--- src/rtl/u8u16_pkg.sv ---
package u8u16_pkg;

  typedef struct packed {
    logic load;       // take the input request into the window
    logic drop_one;   // discard the front byte
    logic emit;       // consume a complete sequence, load its first unit
    logic emit_low;   // load the held low surrogate
    logic emit_term;  // load the zero terminator
    logic emit_mark;  // load the bare end marker
    logic clear;      // empty the window
  } ctl_cmd_t;

  typedef struct packed {
    logic empty;       // no bytes held
    logic incomplete;  // front sequence still waits for bytes
    logic bad;         // front byte is no start byte or a continuation is wrong
    logic wide;        // code point needs a surrogate pair
    logic out_free;    // output register can take a unit this cycle
  } dp_stat_t;

  // sequence length announced by a start byte, 0 for no start byte
  function automatic logic [2:0] seq_len(input logic [7:0] c);
    logic [2:0] len;
    len = 3'd0;
    if ((c & 8'h80) == 8'h00) len = 3'd1;
    else if ((c & 8'hE0) == 8'hC0) len = 3'd2;
    else if ((c & 8'hF0) == 8'hE0) len = 3'd3;
    else if ((c & 8'hF8) == 8'hF0) len = 3'd4;
    return len;
  endfunction

  function automatic logic is_cont(input logic [7:0] c);
    return (c & 8'hC0) == 8'h80;
  endfunction

endpackage

--- src/rtl/u8u16_dp.sv ---
module u8u16_dp (
  input  logic               clk,
  input  logic               rst,
  input  u8u16_pkg::ctl_cmd_t cmd,
  output u8u16_pkg::dp_stat_t stat,
  input  logic               has_byte,
  input  logic [7:0]         byte_in,
  input  logic               m_tready,
  output logic               m_tvalid,
  output logic [15:0]        m_tdata,
  output logic               m_tlast,
  output logic               m_tuser
);
  import u8u16_pkg::*;

  logic [7:0]  window_bytes [4];
  logic [2:0]  held_count;
  logic [15:0] low_unit;

  logic        out_valid;
  logic [15:0] out_unit;
  logic        out_uv;
  logic        out_last;

  logic [2:0]  len;
  logic        cont_ok;
  logic [20:0] cp;
  logic [20:0] cp_off;
  logic [15:0] hi_unit;
  logic [15:0] lo_unit_next;
  logic [2:0]  drop_k;
  logic        do_drop;

  always_comb begin
    len = seq_len(window_bytes[0]);
    cont_ok = (len < 3'd2 || is_cont(window_bytes[1])) &&
              (len < 3'd3 || is_cont(window_bytes[2])) &&
              (len < 3'd4 || is_cont(window_bytes[3]));
    case (len)
      3'd1:    cp = {13'd0, window_bytes[0]};
      3'd2:    cp = {10'd0, window_bytes[0][4:0], window_bytes[1][5:0]};
      3'd3:    cp = {5'd0, window_bytes[0][3:0], window_bytes[1][5:0],
                     window_bytes[2][5:0]};
      default: cp = {window_bytes[0][2:0], window_bytes[1][5:0],
                     window_bytes[2][5:0], window_bytes[3][5:0]};
    endcase
    cp_off       = cp - 21'h10000;
    hi_unit      = 16'hD800 + {5'd0, cp_off[20:10]};
    lo_unit_next = 16'hDC00 + {6'd0, cp_off[9:0]};
  end

  always_comb begin
    stat.empty      = held_count == 3'd0;
    stat.incomplete = len != 3'd0 && held_count < len;
    stat.bad        = len == 3'd0 || !cont_ok;
    stat.wide       = cp > 21'h00FFFF;
    stat.out_free   = !out_valid || m_tready;
  end

  always_comb begin
    do_drop = cmd.drop_one || cmd.emit;
    drop_k  = cmd.emit ? len : 3'd1;
  end

  // window shifts toward the front on a drop
  always_ff @(posedge clk) begin
    if (cmd.load && has_byte && held_count < 3'd4) begin
      window_bytes[held_count[1:0]] <= byte_in;
    end else if (do_drop) begin
      case (drop_k)
        3'd1: begin
          window_bytes[0] <= window_bytes[1];
          window_bytes[1] <= window_bytes[2];
          window_bytes[2] <= window_bytes[3];
        end
        3'd2: begin
          window_bytes[0] <= window_bytes[2];
          window_bytes[1] <= window_bytes[3];
        end
        3'd3: begin
          window_bytes[0] <= window_bytes[3];
        end
        default: begin
        end
      endcase
    end
  end

  always_ff @(posedge clk) begin
    if (rst) begin
      held_count <= 3'd0;
    end else if (cmd.clear) begin
      held_count <= 3'd0;
    end else if (cmd.load && has_byte && held_count < 3'd4) begin
      held_count <= held_count + 3'd1;
    end else if (do_drop) begin
      held_count <= (drop_k > held_count) ? 3'd0 : held_count - drop_k;
    end
  end

  always_ff @(posedge clk) begin
    if (cmd.emit) begin
      low_unit <= lo_unit_next;
    end
  end

  always_ff @(posedge clk) begin
    if (rst) begin
      out_valid <= 1'b0;
    end else if (cmd.emit || cmd.emit_low || cmd.emit_term || cmd.emit_mark) begin
      out_valid <= 1'b1;
    end else if (m_tready) begin
      out_valid <= 1'b0;
    end
  end

  always_ff @(posedge clk) begin
    if (cmd.emit) begin
      out_unit <= stat.wide ? hi_unit : cp[15:0];
      out_uv   <= 1'b1;
      out_last <= 1'b0;
    end else if (cmd.emit_low) begin
      out_unit <= low_unit;
      out_uv   <= 1'b1;
      out_last <= 1'b0;
    end else if (cmd.emit_term) begin
      out_unit <= 16'd0;
      out_uv   <= 1'b1;
      out_last <= 1'b0;
    end else if (cmd.emit_mark) begin
      out_unit <= 16'd0;
      out_uv   <= 1'b0;
      out_last <= 1'b1;
    end
  end

  assign m_tvalid = out_valid;
  assign m_tdata  = out_unit;
  assign m_tuser  = out_uv;
  assign m_tlast  = out_last;

endmodule

--- src/rtl/u8u16_ctrl.sv ---
module u8u16_ctrl (
  input  logic                clk,
  input  logic                rst,
  input  logic                s_tvalid,
  output logic                s_tready,
  input  logic                has_byte,
  input  logic                end_of_string,
  input  logic                cfg_wr_en,
  input  logic                cfg_wr_data,
  input  u8u16_pkg::dp_stat_t stat,
  output u8u16_pkg::ctl_cmd_t cmd
);
  import u8u16_pkg::*;

  localparam logic [2:0] ST_IDLE = 3'd0;
  localparam logic [2:0] ST_SCAN = 3'd1;
  localparam logic [2:0] ST_LOW  = 3'd2;
  localparam logic [2:0] ST_TERM = 3'd3;
  localparam logic [2:0] ST_MARK = 3'd4;

  logic [2:0] state;
  logic [2:0] state_next;
  logic       pend_end;
  logic       pend_end_next;
  logic       null_terminate;
  logic       accept;

  assign s_tready = state == ST_IDLE;
  assign accept   = s_tvalid && s_tready;

  always_ff @(posedge clk) begin
    if (rst) begin
      null_terminate <= 1'b1;
    end else if (cfg_wr_en) begin
      null_terminate <= cfg_wr_data;
    end
  end

  always_comb begin
    cmd           = '0;
    state_next    = state;
    pend_end_next = pend_end;
    case (state)
      ST_IDLE: begin
        if (accept) begin
          cmd.load      = 1'b1;
          pend_end_next = end_of_string;
          if (has_byte) state_next = ST_SCAN;
          else if (end_of_string) state_next = ST_TERM;
        end
      end
      ST_SCAN: begin
        if (stat.empty || stat.incomplete) begin
          state_next = pend_end ? ST_TERM : ST_IDLE;
        end else if (stat.bad) begin
          cmd.drop_one = 1'b1;
        end else if (stat.out_free) begin
          cmd.emit = 1'b1;
          if (stat.wide) state_next = ST_LOW;
        end
      end
      ST_LOW: begin
        if (stat.out_free) begin
          cmd.emit_low = 1'b1;
          state_next   = ST_SCAN;
        end
      end
      ST_TERM: begin
        // a cut-off sequence is thrown away here
        cmd.clear = 1'b1;
        if (!null_terminate) begin
          state_next = ST_MARK;
        end else if (stat.out_free) begin
          cmd.emit_term = 1'b1;
          state_next    = ST_MARK;
        end
      end
      ST_MARK: begin
        if (stat.out_free) begin
          cmd.emit_mark = 1'b1;
          pend_end_next = 1'b0;
          state_next    = ST_IDLE;
        end
      end
      default: state_next = ST_IDLE;
    endcase
  end

  always_ff @(posedge clk) begin
    if (rst) begin
      state    <= ST_IDLE;
      pend_end <= 1'b0;
    end else begin
      state    <= state_next;
      pend_end <= pend_end_next;
    end
  end

endmodule

--- src/rtl/utf8_to_utf16_transcoder_core.sv ---
// channel   dir  tdata              tuser          tlast
// s_axis    in   byte_in[7:0]       has_byte       end_of_string
// m_axis    out  code_unit[15:0]    unit_valid     final_unit
// cfg       in   cfg_wr_data = null_terminate, written when cfg_wr_en is high
//
// one request at a time: after the accept, the scan loop drops each bad byte and
// emits each complete sequence (a surrogate pair through ST_LOW), then goes
// back to idle, or at end of string through ST_TERM (zero terminator when
// null_terminate is set) and ST_MARK (bare end marker)
// rst is synchronous, active high, and empties the window; null_terminate resets to 1
// a stalled m_tready holds the scan loop at its next unit, s_tready is high only while idle
module utf8_to_utf16_transcoder_core (
  input  logic        clk,
  input  logic        rst,
  input  logic        s_tvalid,
  output logic        s_tready,
  input  logic [7:0]  s_tdata,   // [7:0] byte_in
  input  logic        s_tuser,   // [0] has_byte
  input  logic        s_tlast,
  output logic        m_tvalid,
  input  logic        m_tready,
  output logic [15:0] m_tdata,   // [15:0] code_unit
  output logic        m_tuser,   // [0] unit_valid
  output logic        m_tlast,
  input  logic        cfg_wr_en,
  input  logic        cfg_wr_data
);
  import u8u16_pkg::*;

  ctl_cmd_t cmd;
  dp_stat_t stat;

  u8u16_ctrl u_ctrl (
    .clk           (clk),
    .rst           (rst),
    .s_tvalid      (s_tvalid),
    .s_tready      (s_tready),
    .has_byte      (s_tuser),
    .end_of_string (s_tlast),
    .cfg_wr_en     (cfg_wr_en),
    .cfg_wr_data   (cfg_wr_data),
    .stat          (stat),
    .cmd           (cmd)
  );

  u8u16_dp u_dp (
    .clk      (clk),
    .rst      (rst),
    .cmd      (cmd),
    .stat     (stat),
    .has_byte (s_tuser),
    .byte_in  (s_tdata),
    .m_tready (m_tready),
    .m_tvalid (m_tvalid),
    .m_tdata  (m_tdata),
    .m_tlast  (m_tlast),
    .m_tuser  (m_tuser)
  );

endmodule

--- config.mk ---
export PLATFORM = sky130hd
export DESIGN_NAME = utf8_to_utf16_transcoder_core
export DESIGN_NICKNAME = d
export VERILOG_FILES = /design/src/rtl/u8u16_pkg.sv /design/src/rtl/u8u16_dp.sv /design/src/rtl/u8u16_ctrl.sv /design/src/rtl/utf8_to_utf16_transcoder_core.sv
export SDC_FILE = /design/constraint.sdc
export NUM_CORES = 1
export LEC_CHECK = 0
export BUFFER_PORTS_ARGS = -buffer_cell sky130_fd_sc_hd__buf_4
export CELL_PAD_IN_SITES_DETAIL_PLACEMENT = 1
export CELL_PAD_IN_SITES_GLOBAL_PLACEMENT = 2
export CORE_UTILIZATION = 41
export DETAILED_ROUTE_END_ITERATION = 10
export PLACE_DENSITY = 0.81
export SLEW_MARGIN = 25
export SYNTH_ARGS = -nofsm -noshare
export SYNTH_HDL_FRONTEND = slang
export SYNTH_SLANG_ARGS = --single-unit
--- constraint.sdc ---
create_clock -name clk -period 7.67 [get_ports clk]
set_input_delay 0.3835 -clock clk [delete_from_list [all_inputs] [get_ports clk]]
set_output_delay 0.3835 -clock clk [all_outputs]
set_load 0.005 [all_outputs]
==> flow_summary.toml <==
[outcome]
run_status = "finished, final reports clean"

[drt]
routedWlPerCell_um = 20.4
drt-initial-drc-count = 221
detailroute.via_count = 3756
route.detailed.drc = 0
dr.pass1.iters = 4
vias_per_cell = 5.95
final_antenna_net_count = 0
route.final.wire_length_um = 12900

[sta]
final.setup.tns_ns = 0
rsz0062_at_grt = "no"
tightestPinTransition_ns = 0.990
fmax_ghz = 0.180
final.setup_skew_ns = 0.0123
timing_hold_violations_final = 0
portion_of_the_clock_cycle_consumed_by_the_worst_path_in_the_final_layout_pct = 72.3
hold-worst-slack_ns = 0.216
final-max-slew-violation-count = 0
period_minus_slack_ns = 5.54
worst_slew_margin_rel_pct = 34.0
finalSetupViolations = 0
final_setup_margin_ns = 2.13

[pwr]
fin_total_pwr_mw = 1.50
power_density_nw_per_um2 = 300
power.leakage_nw = 1.91
peak_supply_drop_mv = 0.130

[job]
drv_cap = 0

[synthesis]
yosys.area.top_type = "sky130_fd_sc_hd__edfxtp_1"
synth.net_count = 501
synthesis.area_um2 = 4460
ys_ff_latch = 69
ys_warn_count = 0
library_cell_with_the_highest_instance_count_after_synthesis = "sky130_fd_sc_hd__edfxtp_1"
synthArstFlopShare_pct = 0
dominant_synthesized_flop_cell = "sky130_fd_sc_hd__edfxtp_1"
synth_edf_count = 58
synth_sequential_area_ratio_pct = 44.0
post_synth_num_cell_types = 68
synth.top_cell.area_share_pct = 39.1
postSynthAreaPerCell_um2 = 9.40
top_post_synthesis_cells_by_count = "sky130_fd_sc_hd__edfxtp_1 (58), sky130_fd_sc_hd__a21oi_1 (48), sky130_fd_sc_hd__nand2_1 (41), sky130_fd_sc_hd__nor2_1 (34), sky130_fd_sc_hd__mux2i_1 (21)"
synth.top_cells.by_area = "sky130_fd_sc_hd__edfxtp_1 (39%), sky130_fd_sc_hd__a21oi_1 (5.4%), sky130_fd_sc_hd__dfxtp_1 (4.9%), sky130_fd_sc_hd__mux2i_1 (4.7%), sky130_fd_sc_hd__nand2_1 (3.5%)"
post_synth_inst_count = 474

[cts]
cts.root.buffer_cell = "sky130_fd_sc_hd__clkbuf_8"
postCtsSetupBuffers = 0
htree_num_levels = 3
numClockSinks = 69
holdBufCountCts = 0
worst_skew_late_latency_ns = 0.35
clkTransAtPathRegs_ns = 0.08
cts.repair.resized = 0
clock_tree_from_tritoncts = "done"
clk_path_buf_depth = 2
cts-buffers-inserted = 9

[global_routing]
first_global_vias = 3827
initial_antenna_violation_count = 0
gr_util_all_layers_pct = 24.4
global_route_overflow = 0
global_route_wire_length_before_repair_um = 21100
grt_max_degree = 41

[placement]
dpl_cell_area_um2 = 4750
portBuffers = 35
post-dp-hpwl_um = 9410
placement.setup.worst_slack_ns = 2.12
numPlacedInstances = 615
place.gp.congestion = 0.891

[die]
initial_utilization_pct = 42.8
die_height_um = 106
die_x_um = 106
dieArea_um2 = 11300
design.core.area_um2 = 10400
io_pins = 36
num_rows = 37

[critical_path]
worstPathMaxFanout = 31
ff2ff_path_depth = 14
crit-reg2reg-launch = "u_dp.window_bytes[0][7]$_DFFE_PP_"
crit_arrival_ns = 5.79
startpoint_class = "register"
regToRegSetupSlack_ns = 2.13
worst_ep_required_time_ns = 7.91
end_kind = "register"
timing_worst_setup_path_type = "register to register"
rr_endpoint = "u_dp.held_count[1]$_SDFFE_PP0P_"

[worst_hold_path]
holdCritPathClass = "input pin to register"
worst_hold_path.num_cells = 1
hold_path_startpoint = "s_tdata[7]"
min_to = "u_dp.window_bytes[3][7]$_DFFE_PP_"

[layout]
area.growth.synth_to_final_pct = 12.0
seqCellArea_um2 = 1960
antenna_cells_inserted = 0
stdcell_count = 631
final_core_util_pct = 47.9
fraction_of_final_layout_cells_sized_beyond_drive_strength_1_pct = 13.3
num-fill-cells = 1215
multi_input_area_um2 = 2260
finalInstanceArea_um2 = 4990
finish.net_count = 517
-- cells by family (layout without fill, tap and decap cells) --
kind of cell / after synthesis / count (layout) / synth area share (%)
XOR/XNOR: 3 / 3 / 0.590
multiplexers: 21 / 21 / 4.72
adder cells (fa/ha/maj): 11 / 11 / 3.26
flip-flops: 69 / 69 / 44.0
buffers and inverters: 52 / 73 / 5.48
AO/OA/AOI/OAI: 140 / 140 / 20.6
AND/OR/NAND/NOR: 178 / 178 / 21.3
-- metal layers --
metal | wire length [µm] | up-vias | GRT usage [%]
met5 | 0 | - | 0
met4 | 238 | 0 | 8.43
met3 | 459 | 13 | 3.86
met2 | 5990 | 74 | 37.9
met1 | 6180 | 1871 | 34.6
li1 | - | 1798 | -
-- placed cells by master, fill, tap and decap left out, drive strengths merged, types with 4 or more instances in the layout --
cell type | netlist | final
mux2i | 21 | 21
nor3 | 12 | 12
o211ai | 4 | 4
dfxtp | 11 | 11
a21o | 13 | 13
nand3 | 18 | 18
a221o | 8 | 8
buf | 22 | 39
nand4b | 5 | 5
nor2 | 34 | 34
a21oi | 48 | 48
o22ai | 5 | 5
nand2b | 11 | 11
nand2 | 42 | 42
a21boi | 7 | 7
nor2b | 20 | 20
a31oi | 10 | 10
ha | 10 | 10
and2 | 6 | 6
and3 | 5 | 5
o21ai | 20 | 20
clkbuf | 12 | 9
inv | 18 | 18
edfxtp | 58 | 58
-- final cells by class --
cell class                 instances  area share [%]
clock buffer                       9            2.48
clock inverter                     7            2.28
inverter                          18            1.35
multi-input combinational        353            45.3
sequential                        69            39.3
tap                              136            3.41
timing repair buffer              39            5.87
-- where the power goes --
part / leakage [nW] / switching, mW / internal [mW]
Combinational: 1.18 / 0.319 / 0.224
Clock: 0.113 / 0.143 / 0.214
Sequential: 0.624 / 0.0837 / 0.514
-- critical path, cell delays in order, from the launching register on --
cell and delay (ns):
sky130_fd_sc_hd__edfxtp_1 1.00, sky130_fd_sc_hd__and3_1 0.34, sky130_fd_sc_hd__nand3b_1 0.13, sky130_fd_sc_hd__ha_1 0.34, sky130_fd_sc_hd__o211ai_1 0.11, sky130_fd_sc_hd__a31oi_1 0.30, sky130_fd_sc_hd__nand3_1 0.53, sky130_fd_sc_hd__inv_1 0.80
sky130_fd_sc_hd__nand3_1 0.66, sky130_fd_sc_hd__ha_1 0.51, sky130_fd_sc_hd__a21o_1 0.17, sky130_fd_sc_hd__a21oi_1 0.16, sky130_fd_sc_hd__nand2b_1 0.14, sky130_fd_sc_hd__a2bb2oi_1 0.16, sky130_fd_sc_hd__a21oi_1 0.08
-- registers in the layout (all words and copies together), names as in the netlist --
register               cells
u_ctrl.null_terminate      1
u_dp.m_tvalid              1
u_dp.low_unit             10
u_dp.held_count            3
u_dp.window_bytes         32
u_dp.m_tdata              16
u_ctrl.pend_end            1
u_dp.m_tuser               1
u_ctrl.state               3
u_dp.m_tlast               1
-- worst max-delay path by stage --
stage                                       from                               to  slack [ns]  depth (start not counted)
6_report       u_dp.window_bytes[0][7]$_DFFE_PP_  u_dp.held_count[1]$_SDFFE_PP0P_        2.13                         14
2_1_floorplan  u_dp.window_bytes[0][5]$_DFFE_PP_  u_dp.held_count[2]$_SDFFE_PP0P_        4.44                         17
5_1_grt        u_dp.window_bytes[0][7]$_DFFE_PP_  u_dp.held_count[0]$_SDFFE_PP0P_        1.59                         14
3_3_place_gp   u_dp.window_bytes[0][7]$_DFFE_PP_  u_dp.held_count[1]$_SDFFE_PP0P_        2.36                         14
3_5_place_dp   u_dp.window_bytes[0][7]$_DFFE_PP_  u_dp.held_count[1]$_SDFFE_PP0P_        2.12                         14
4_1_cts        u_dp.window_bytes[0][7]$_DFFE_PP_  u_dp.held_count[1]$_SDFFE_PP0P_        2.08                         14
Note: power is estimated with default switching activity, not from simulation.
